`src/rtl/core/uje_pkg.sv`:
```
// shared types, codes and helpers for the utf-8 json string escaper
package uje_pkg;

	localparam logic [1:0] OP_START = 2'd0;
	localparam logic [1:0] OP_DATA  = 2'd1;
	localparam logic [1:0] OP_END   = 2'd2;

	localparam logic [20:0] CP_MIN_2BYTE = 21'h00080;
	localparam logic [20:0] CP_MIN_3BYTE = 21'h00800;
	localparam logic [20:0] CP_MIN_4BYTE = 21'h10000;
	localparam logic [20:0] CP_MAX       = 21'h10ffff;
	localparam logic [20:0] CP_SURR_LO   = 21'h0d800;
	localparam logic [20:0] CP_SURR_HI   = 21'h0dfff;
	localparam logic [20:0] CP_BMP_MAX   = 21'h0ffff;
	localparam logic [15:0] SURR_HIGH    = 16'hd800;
	localparam logic [15:0] SURR_LOW     = 16'hdc00;

	localparam logic [7:0] CH_QUOTE     = 8'h22;
	localparam logic [7:0] CH_BACKSLASH = 8'h5c;
	localparam logic [7:0] CH_U         = 8'h75;
	localparam logic [7:0] CH_DEL       = 8'h7f;
	localparam logic [7:0] CH_SPACE     = 8'h20;

	typedef enum logic [1:0] {
		MODE_IDLE   = 2'd0,
		MODE_ACTIVE = 2'd1,
		MODE_FAILED = 2'd2
	} mode_t;

	typedef enum logic [2:0] {
		CMD_CHAR = 3'd0,
		CMD_ESC  = 3'd1,
		CMD_UNIT = 3'd2,
		CMD_PAIR = 3'd3,
		CMD_ERR  = 3'd4
	} cmd_kind_t;

	typedef struct packed {
		logic [1:0] op;
		logic [7:0] in_byte;
	} in_item_t;

	typedef struct packed {
		logic [7:0] out_char;
		logic       error;
		logic       last;
	} out_item_t;

	typedef struct packed {
		cmd_kind_t   kind;
		logic [7:0]  ch;
		logic [15:0] unit0;
		logic [15:0] unit1;
	} cmd_t;

	typedef struct packed {
		logic not_empty;
		logic full;
	} queue_status_t;

	function automatic logic [7:0] hex_char(input logic [3:0] nib);
		logic [7:0] res;
		if (nib < 4'd10) begin
			res = 8'h30 + {4'd0, nib};
		end else begin
			res = 8'h57 + {4'd0, nib};
		end
		return res;
	endfunction

	function automatic logic [3:0] last_step(input cmd_kind_t kind);
		logic [3:0] res;
		unique case (kind)
			CMD_ESC:  res = 4'd1;
			CMD_UNIT: res = 4'd5;
			CMD_PAIR: res = 4'd11;
			default:  res = 4'd0;
		endcase
		return res;
	endfunction

endpackage

```
`src/rtl/core/uje_front.sv`:
```
// front end: utf-8 decoder and classifier; each item yields at most one command
module uje_front import uje_pkg::*; (
	input  logic     clk,
	input  logic     arst_n,
	input  logic     accept,
	input  in_item_t req,
	output logic     push,
	output cmd_t     cmd
);

	mode_t       mode_q, mode_n;
	logic [1:0]  rem_q, rem_n;
	logic [1:0]  len_q, len_n;
	logic [20:0] acc_q, acc_n;
	logic        has_cmd;
	logic [7:0]  b;
	logic [20:0] acc_shift;
	logic [1:0]  rem_dec;
	logic [20:0] cp_min;
	logic [20:0] cp_off;

	assign b         = req.in_byte;
	assign acc_shift = {acc_q[14:0], b[5:0]};
	assign rem_dec   = rem_q - 2'd1;
	assign cp_off    = acc_shift - CP_MIN_4BYTE;

	always_comb begin
		unique case (len_q)
			2'd1:    cp_min = CP_MIN_2BYTE;
			2'd2:    cp_min = CP_MIN_3BYTE;
			default: cp_min = CP_MIN_4BYTE;
		endcase
	end

	always_comb begin
		mode_n    = mode_q;
		rem_n     = rem_q;
		len_n     = len_q;
		acc_n     = acc_q;
		has_cmd   = 1'b0;
		cmd.kind  = CMD_CHAR;
		cmd.ch    = CH_QUOTE;
		cmd.unit0 = {8'd0, b};
		cmd.unit1 = 16'd0;
		unique case (req.op)
			OP_START: begin
				mode_n  = MODE_ACTIVE;
				rem_n   = 2'd0;
				len_n   = 2'd0;
				acc_n   = 21'd0;
				has_cmd = 1'b1;
			end
			OP_DATA: begin
				if (mode_q == MODE_ACTIVE) begin
					if (rem_q != 2'd0) begin
						if (b[7:6] != 2'b10) begin
							has_cmd  = 1'b1;
							cmd.kind = CMD_ERR;
							mode_n   = MODE_FAILED;
							rem_n    = 2'd0;
							len_n    = 2'd0;
							acc_n    = 21'd0;
						end else if (rem_dec != 2'd0) begin
							acc_n = acc_shift;
							rem_n = rem_dec;
						end else begin
							// sequence complete: range checks then emit
							has_cmd = 1'b1;
							rem_n   = 2'd0;
							len_n   = 2'd0;
							acc_n   = 21'd0;
							if (acc_shift < cp_min || acc_shift > CP_MAX
									|| (acc_shift >= CP_SURR_LO && acc_shift <= CP_SURR_HI)) begin
								cmd.kind = CMD_ERR;
								mode_n   = MODE_FAILED;
							end else if (acc_shift <= CP_BMP_MAX) begin
								cmd.kind  = CMD_UNIT;
								cmd.unit0 = acc_shift[15:0];
							end else begin
								cmd.kind  = CMD_PAIR;
								cmd.unit0 = SURR_HIGH | {6'd0, cp_off[19:10]};
								cmd.unit1 = SURR_LOW | {6'd0, cp_off[9:0]};
							end
						end
					end else if (b[7] == 1'b0) begin
						has_cmd = 1'b1;
						unique case (b)
							8'h22: begin cmd.kind = CMD_ESC; cmd.ch = CH_QUOTE; end
							8'h5c: begin cmd.kind = CMD_ESC; cmd.ch = CH_BACKSLASH; end
							8'h08: begin cmd.kind = CMD_ESC; cmd.ch = 8'h62; end
							8'h0c: begin cmd.kind = CMD_ESC; cmd.ch = 8'h66; end
							8'h0a: begin cmd.kind = CMD_ESC; cmd.ch = 8'h6e; end
							8'h0d: begin cmd.kind = CMD_ESC; cmd.ch = 8'h72; end
							8'h09: begin cmd.kind = CMD_ESC; cmd.ch = 8'h74; end
							default: begin
								if (b < CH_SPACE || b == CH_DEL) begin
									cmd.kind = CMD_UNIT;
								end else begin
									cmd.kind = CMD_CHAR;
									cmd.ch   = b;
								end
							end
						endcase
					end else if (b >= 8'hc2 && b <= 8'hdf) begin
						acc_n = {16'd0, b[4:0]};
						len_n = 2'd1;
						rem_n = 2'd1;
					end else if (b >= 8'he0 && b <= 8'hef) begin
						acc_n = {17'd0, b[3:0]};
						len_n = 2'd2;
						rem_n = 2'd2;
					end else if (b >= 8'hf0 && b <= 8'hf4) begin
						acc_n = {18'd0, b[2:0]};
						len_n = 2'd3;
						rem_n = 2'd3;
					end else begin
						has_cmd  = 1'b1;
						cmd.kind = CMD_ERR;
						mode_n   = MODE_FAILED;
						rem_n    = 2'd0;
						len_n    = 2'd0;
						acc_n    = 21'd0;
					end
				end
			end
			OP_END: begin
				if (mode_q == MODE_ACTIVE) begin
					has_cmd = 1'b1;
					mode_n  = MODE_IDLE;
					if (rem_q != 2'd0) begin
						cmd.kind = CMD_ERR;
						rem_n    = 2'd0;
						len_n    = 2'd0;
						acc_n    = 21'd0;
					end
				end
			end
			default: begin
				has_cmd = 1'b0;
			end
		endcase
	end

	assign push = accept && has_cmd;

	always_ff @(posedge clk or negedge arst_n) begin
		if (!arst_n) begin
			mode_q <= MODE_IDLE;
			rem_q  <= 2'd0;
			len_q  <= 2'd0;
			acc_q  <= 21'd0;
		end else if (accept) begin
			mode_q <= mode_n;
			rem_q  <= rem_n;
			len_q  <= len_n;
			acc_q  <= acc_n;
		end
	end

endmodule

```
`src/rtl/core/uje_queue.sv`:
```
// short command queue between the decoder and the character sequencer
module uje_queue import uje_pkg::*; #(
	parameter int DEPTH = 4
) (
	input  logic          clk,
	input  logic          arst_n,
	input  logic          push,
	input  cmd_t          push_data,
	input  logic          pop,
	output cmd_t          head,
	output queue_status_t status
);

	localparam int PTR_W = $clog2(DEPTH);
	localparam int CNT_W = $clog2(DEPTH + 1);

	cmd_t             slots_q [DEPTH];
	logic [PTR_W-1:0] wr_ptr_q;
	logic [PTR_W-1:0] rd_ptr_q;
	logic [CNT_W-1:0] count_q;

	function automatic logic [PTR_W-1:0] wrap_inc(input logic [PTR_W-1:0] p);
		logic [PTR_W-1:0] res;
		if (p == PTR_W'(DEPTH - 1)) begin
			res = '0;
		end else begin
			res = p + PTR_W'(1);
		end
		return res;
	endfunction

	assign head             = slots_q[rd_ptr_q];
	assign status.not_empty = (count_q != '0);
	assign status.full      = (count_q == CNT_W'(DEPTH));

	always_ff @(posedge clk) begin
		if (push) begin
			slots_q[wr_ptr_q] <= push_data;
		end
	end

	always_ff @(posedge clk or negedge arst_n) begin
		if (!arst_n) begin
			wr_ptr_q <= '0;
			rd_ptr_q <= '0;
			count_q  <= '0;
		end else begin
			if (push) begin
				wr_ptr_q <= wrap_inc(wr_ptr_q);
			end
			if (pop) begin
				rd_ptr_q <= wrap_inc(rd_ptr_q);
			end
			if (push && !pop) begin
				count_q <= count_q + CNT_W'(1);
			end else if (pop && !push) begin
				count_q <= count_q - CNT_W'(1);
			end
		end
	end

endmodule

```
`src/rtl/core/uje_back.sv`:
```
// back end: expands commands to the output register, one char per cycle unless stalled
module uje_back import uje_pkg::*; (
	input  logic          clk,
	input  logic          arst_n,
	input  cmd_t          head,
	input  queue_status_t status,
	output logic          pop,
	output logic          rsp_valid,
	input  logic          rsp_ready,
	output out_item_t     rsp
);

	cmd_t        cmd_q;
	logic        busy_q;
	logic [3:0]  step_q;
	out_item_t   out_q;
	logic        out_valid_q;

	logic        load_out;
	logic        final_step;
	logic        sel_hi;
	logic [3:0]  sub;
	logic [15:0] unit;
	out_item_t   gen;

	assign load_out   = busy_q && (!out_valid_q || rsp_ready);
	assign final_step = (step_q == last_step(cmd_q.kind));
	assign pop        = status.not_empty && (!busy_q || (load_out && final_step));

	assign sel_hi = (step_q >= 4'd6);
	assign sub    = sel_hi ? step_q - 4'd6 : step_q;
	assign unit   = sel_hi ? cmd_q.unit1 : cmd_q.unit0;

	always_comb begin
		gen.error = 1'b0;
		gen.last  = final_step;
		unique case (cmd_q.kind)
			CMD_CHAR: gen.out_char = cmd_q.ch;
			CMD_ESC:  gen.out_char = (step_q == 4'd0) ? CH_BACKSLASH : cmd_q.ch;
			CMD_UNIT, CMD_PAIR: begin
				unique case (sub)
					4'd0:    gen.out_char = CH_BACKSLASH;
					4'd1:    gen.out_char = CH_U;
					4'd2:    gen.out_char = hex_char(unit[15:12]);
					4'd3:    gen.out_char = hex_char(unit[11:8]);
					4'd4:    gen.out_char = hex_char(unit[7:4]);
					default: gen.out_char = hex_char(unit[3:0]);
				endcase
			end
			default: begin
				gen.out_char = 8'd0;
				gen.error    = 1'b1;
			end
		endcase
	end

	always_ff @(posedge clk) begin
		if (pop) begin
			cmd_q <= head;
		end
		if (load_out) begin
			out_q <= gen;
		end
	end

	always_ff @(posedge clk or negedge arst_n) begin
		if (!arst_n) begin
			busy_q      <= 1'b0;
			step_q      <= 4'd0;
			out_valid_q <= 1'b0;
		end else begin
			if (pop) begin
				busy_q <= 1'b1;
				step_q <= 4'd0;
			end else if (load_out) begin
				if (final_step) begin
					busy_q <= 1'b0;
					step_q <= 4'd0;
				end else begin
					step_q <= step_q + 4'd1;
				end
			end
			if (load_out) begin
				out_valid_q <= 1'b1;
			end else if (rsp_ready) begin
				out_valid_q <= 1'b0;
			end
		end
	end

	assign rsp_valid = out_valid_q;
	assign rsp       = out_q;

	// an error result is always the only and final result of its item
	a_error_is_last: assert property (@(posedge clk) disable iff (!arst_n)
		out_valid_q && out_q.error |-> out_q.last && out_q.out_char == 8'd0)
		else $error("error result not marked last");

	// the sequencer never runs past the end of its command
	a_step_bound: assert property (@(posedge clk) disable iff (!arst_n)
		busy_q |-> step_q <= last_step(cmd_q.kind))
		else $error("sequencer step out of range");

	// a surrogate pair starts with a high surrogate and ends with a low one
	a_pair_units: assert property (@(posedge clk) disable iff (!arst_n)
		busy_q && cmd_q.kind == CMD_PAIR |->
			cmd_q.unit0[15:10] == 6'b110110 && cmd_q.unit1[15:10] == 6'b110111)
		else $error("malformed surrogate pair");

	// a new command is only taken when the previous one has been fully emitted
	a_pop_when_free: assert property (@(posedge clk) disable iff (!arst_n)
		pop && busy_q |-> load_out && final_step)
		else $error("command replaced before completion");

endmodule

```
`src/rtl/core/utf8_json_string_escaper.sv`:
```
// top level of the utf-8 to json string escaper
// Usage:
//   req channel (req_valid/req_ready, payload req): one item per framing
//   event or byte; op start opens a string, op data carries a byte, op end
//   closes it. rsp channel (rsp_valid/rsp_ready, payload rsp): one escaped
//   ascii character per item, with last set on the final character that an
//   input item causes and error set on the single result of a bad string.
//   The first character that an item causes passes through a queue slot,
//   the sequencer's command register and the output register; the output
//   side then delivers one character per cycle while rsp_ready is high, so
//   a byte that becomes one character sustains one item per cycle. Escapes
//   give 2, \uXXXX 6, a surrogate pair 12 characters, which sets the rate.
//   Items with no result (data while no string is open) enter no queue slot.
//   A command queue of QUEUE_DEPTH entries sits between decoder and
//   sequencer; req_ready drops only when it is full, so a stalled receiver
//   backs up first into the output register, then the queue, then req.
//   Reset clears the decoder to idle, empties the queue and drops rsp_valid.
module utf8_json_string_escaper import uje_pkg::*; #(
	parameter int QUEUE_DEPTH = 4
) (
	input  logic      clk,
	input  logic      arst_n,
	input  logic      req_valid,
	output logic      req_ready,
	input  in_item_t  req,
	output logic      rsp_valid,
	input  logic      rsp_ready,
	output out_item_t rsp
);

	logic          accept;
	logic          push;
	logic          pop;
	cmd_t          push_cmd;
	cmd_t          head;
	queue_status_t status;

	assign req_ready = !status.full;
	assign accept    = req_valid && req_ready;

	uje_front u_front (
		.clk    (clk),
		.arst_n (arst_n),
		.accept (accept),
		.req    (req),
		.push   (push),
		.cmd    (push_cmd)
	);

	uje_queue #(
		.DEPTH (QUEUE_DEPTH)
	) u_queue (
		.clk       (clk),
		.arst_n    (arst_n),
		.push      (push),
		.push_data (push_cmd),
		.pop       (pop),
		.head      (head),
		.status    (status)
	);

	uje_back u_back (
		.clk       (clk),
		.arst_n    (arst_n),
		.head      (head),
		.status    (status),
		.pop       (pop),
		.rsp_valid (rsp_valid),
		.rsp_ready (rsp_ready),
		.rsp       (rsp)
	);

endmodule
```
`config.mk`:
```
export PLATFORM = sky130hd
export DESIGN_NAME = utf8_json_string_escaper
export DESIGN_NICKNAME = d
export VERILOG_FILES = /design/src/rtl/core/uje_pkg.sv /design/src/rtl/core/uje_front.sv /design/src/rtl/core/uje_queue.sv /design/src/rtl/core/uje_back.sv /design/src/rtl/core/utf8_json_string_escaper.sv
export SDC_FILE = /design/constraint.sdc
export NUM_CORES = 1
export LEC_CHECK = 0
export ABC_AREA = 1
export CORE_MARGIN = 3
export CORE_UTILIZATION = 45
export DETAILED_ROUTE_END_ITERATION = 10
export DONT_BUFFER_PORTS = 1
export GPL_TIMING_DRIVEN = 0
export PLACE_DENSITY = 0.58
export SLEW_MARGIN = 5
export SYNTH_ARGS = -nofsm -noshare
export SYNTH_HDL_FRONTEND = slang
export SYNTH_SLANG_ARGS = --single-unit
```
`constraint.sdc`:
```
create_clock -name clk -period 9.18 [get_ports clk]
set_input_delay 0.459 -clock clk [delete_from_list [all_inputs] [get_ports clk]]
set_output_delay 0.459 -clock clk [all_outputs]
set_load 0.02 [all_outputs]
```
==> flow_summary.toml <==
[layout]
final_cells = 1464
nets = 1166
drive_above_1_share = 0.0848
layout_common_cells = "nand2_1 (196), edfxtp_1 (194), nor2_1 (136)"
fillers = 2163
layout_commonest_cell = "nand2_1"
syn_to_final_growth_pct = 12.7
fin_util = 0.520

[cts]
clock_latency_ns = 0.52
clock_path_buffers = 3
cts.htree.levels = 1
post-cts-setup-buffers = 0
cts_tree = "done"
path_clk_slew_ns = 0.06
ctsRootBufferMaster = "clkbuf_16"
cts_buffers = 25
cts.sinks = 228

[status]
status = "complete, no violations"

[drt]
initialDrtViolationCount = 732
route.detailed.drc = 0
dr.pass1.iters = 5
routed-via-count = 7844
wl_per_cell_um = 18.3
ant_nets = 0
vias_per_cell = 5.36
wl_um = 26900

[yosys]
synth_edf_count = 194
yosysWarningCount = 0
synth_ff_type = "edfxtp_1"
syn_avg_cell_area_um2 = 9.95
ys_seq_area_frac = 0.614
synth_top_family_by_area = "simple AND/OR/NAND/NOR gates"
synth-async-reset-ratio = 0.149
synthAdderAreaFrac = 0.0306
netlist_instances = 1093
synth.mux.area_fraction = 0.00103
synth_compound_area_frac = 0.106
ys_types = 42
synthXorXnorAreaFrac = 0.00322
synth_seq_cells = 228
synth_area_mm2 = 0.0109
syn_nets = 1133
synth-simple-area-share = 0.189

[timing]
rsz0062_at_grt = "no"
setup_tns_ns = 0
period_needed_ns = 3.42
hold_violations = 0
final.period_utilization = 0.373
relSlewSlack = 0.431
setup_ws_ns = 5.76
drv_slew = 0
fin_worst_skew_ns = 0.00968
setup_viol = 0
max_freq_ghz = 0.292
worstMarginPinSlew_ns = 0.854

[global_routing]
antenna_found_initial = 0
grt_max_degree = 42
grtUsageMet2 = 0.342
gr-usage-all-layers = 0.208
grt_use_met3 = 0.0333
busiest_layer = "met2"
grt_use_met1 = 0.284
grt_overflow = 0
grt_pass1_vias = 7505
grt_pass1_wl_um = 42400

[pwr]
p_per_area_mw_per_mm2 = 295
pwr-share-comb = 0.299
sw_frac_of_total = 0.353
p_switching_mw = 1.28
seq_power_share = 0.417
p_int_mw = 2.34
clkPwrFrac = 0.284
leakagePower_nw = 4.74
max-vdd-ir-drop_mv = 0.144

[critical_path]
start_kind = "register"
end_kind = "register"
critical_path_class = "reg2reg"
cp_max_fo = 9
crit_arrival_ns = 3.82
worst_ep_required_time_ns = 9.58

[floorplanning]
die-area_mm2 = 0.0261
ios = 26
core_mm2 = 0.0236
fp.dieW_um = 161
rows = 56
start_util = 0.461
dieHeight_um = 161

[placement]
portBuffers = 0
place.gp.congestion = 0.942
place_ws_ns = 5.77
post-dp-hpwl_um = 18700
dp_cells = 1416

[hold_path]
hold_path_class = "in2reg"

[flow_run]
cap_viol_max_count = 0
registers in the layout (all words and copies together) (netlist names):
| register | cells |
|---|---|
| u_front.len_q | 2 |
| u_back.rsp | 9 |
| u_queue.rd_ptr_q | 2 |
| u_back.cmd_q | 37 |
| u_back.step_q | 4 |
| u_queue.count_q | 3 |
| u_back.busy_q | 1 |
| u_front.mode_q | 2 |
| u_queue.wr_ptr_q | 2 |
| u_back.rsp_valid | 1 |
| u_front.rem_q | 2 |
| u_queue.slots_q | 148 |
| u_front.acc_q | 15 |
routing by layer:
layer,up-vias,share of wire
met5,-,0
met2,224,0.47
met3,55,0.051
li1,3840,-
met1,3725,0.45
met4,0,0.032
final timing paths:
path	from	to	slack, ns	cells after the start
setup / recovery	u_front.rem_q[0]$_DFFE_PN0P_	u_queue.count_q[2]$_DFFE_PN0P_	5.76	17
hold / removal	req[3]	u_front.acc_q[3]$_DFFE_PN0P_	0.1	2
setup reg to reg	u_front.rem_q[0]$_DFFE_PN0P_	u_queue.count_q[2]$_DFFE_PN0P_	5.76	17
hold reg to reg	u_front.mode_q[1]$_DFFE_PN0P_	u_front.mode_q[1]$_DFFE_PN0P_	0.48	2
max in group asynchronous	arst_n	u_queue.wr_ptr_q[0]$_DFFE_PN0P_	8.49	2
min in group asynchronous	arst_n	u_queue.rd_ptr_q[0]$_DFFE_PN0P_	0.48	2
cell usage after synthesis (3+ instances only):
| cell type | number | share of area |
|---|---|---|
| dfrtp_1 | 34 | 0.078 |
| ha_1 | 25 | 0.029 |
| nor2_2 | 11 | 0.0063 |
| buf_2 | 6 | 0.0028 |
| nand4_1 | 18 | 0.010 |
| nor2_1 | 140 | 0.048 |
| nand2_2 | 8 | 0.0046 |
| o21ai_0 | 120 | 0.055 |
| nor2_4 | 6 | 0.0062 |
| o2111ai_1 | 3 | 0.0024 |
| edfxtp_1 | 194 | 0.54 |
| buf_6 | 3 | 0.0031 |
| nor3_1 | 12 | 0.0055 |
| inv_1 | 111 | 0.038 |
| o22ai_1 | 44 | 0.025 |
| a21oi_1 | 29 | 0.013 |
| buf_4 | 3 | 0.0021 |
| nand2_1 | 196 | 0.068 |
| clkbuf_1 | 27 | 0.0093 |
| inv_2 | 3 | 0.0010 |
| o21ai_1 | 7 | 0.0032 |
| nand3_1 | 65 | 0.030 |
| nand3b_1 | 3 | 0.0021 |
power by group through the flow:
stage	Combinational (mW)	Sequential, mW	Clock [mW]
6_report	1.08	1.51	1.03
5_1_grt	1.24	1.53	1.10
4_1_cts	1.10	1.51	1.05
3_5_place_dp	1.08	1.53	0
3_3_place_gp	1.06	1.54	0
2_1_floorplan	0.764	1.49	0
worst max-delay path, stage by stage (launching register included):
cell and delay [ns]:
dfrtp_1 0.38, inv_1 0.10, ha_1 0.15, clkbuf_1 0.33, nor2_1 0.18, nand2_1 0.12
nand2_1 0.09, inv_1 0.09, nand4_1 0.10, nand3b_1 0.16, nand2_1 0.29, inv_1 0.25
ha_1 0.17, inv_1 0.07, fa_1 0.44, a21oi_1 0.14, o21ai_0 0.12, xnor2_1 0.14
final cells by class:
cell class | count | area [um2] | area share
clock inverters | 17 | 208 | 0.0169
diodes | 1 | 2.50 | 0.000204
multi-input cells | 712 | 3620 | 0.295
plain buffers | 39 | 188 | 0.0153
inverters | 114 | 428 | 0.0349
repair buffers | 6 | 110 | 0.00898
flip-flops and latches | 228 | 6680 | 0.544
clock buffers | 28 | 637 | 0.0519
well taps | 319 | 399 | 0.0325
timing repair:
| action | CTS | global route |
|---|---|---|
| setup endpoints to repair | 0 | 0 |
| hold buffers | 2 | 0 |
| hold endpoints to repair | 34 | 0 |
| resized for setup | 0 | 0 |
metrics by stage:
| step | hold slack, ns | area, um2 | total power, mW |
|---|---|---|---|
| after CTS | 0.0764 | 12300 | 3.66 |
| after global routing | 0.0956 | 12300 | 3.87 |
| final | 0.0954 | 12300 | 3.62 |
| after global placement | 0.164 | 11300 | 2.60 |
| after detailed placement | 0.165 | 11400 | 2.62 |
| after floorplan | 0.163 | 10900 | 2.25 |
logic make-up (layout without fill, tap and decap cells):
family,after synthesis,after routing
fa+ha+maj,26,26
xor+xnor,4,4
buf+inv,153,204
flops,228,228
other cells,1,2
simple gates,468,468
mux,1,1
compound gates,212,212
Note: power is estimated with default switching activity, not from simulation.
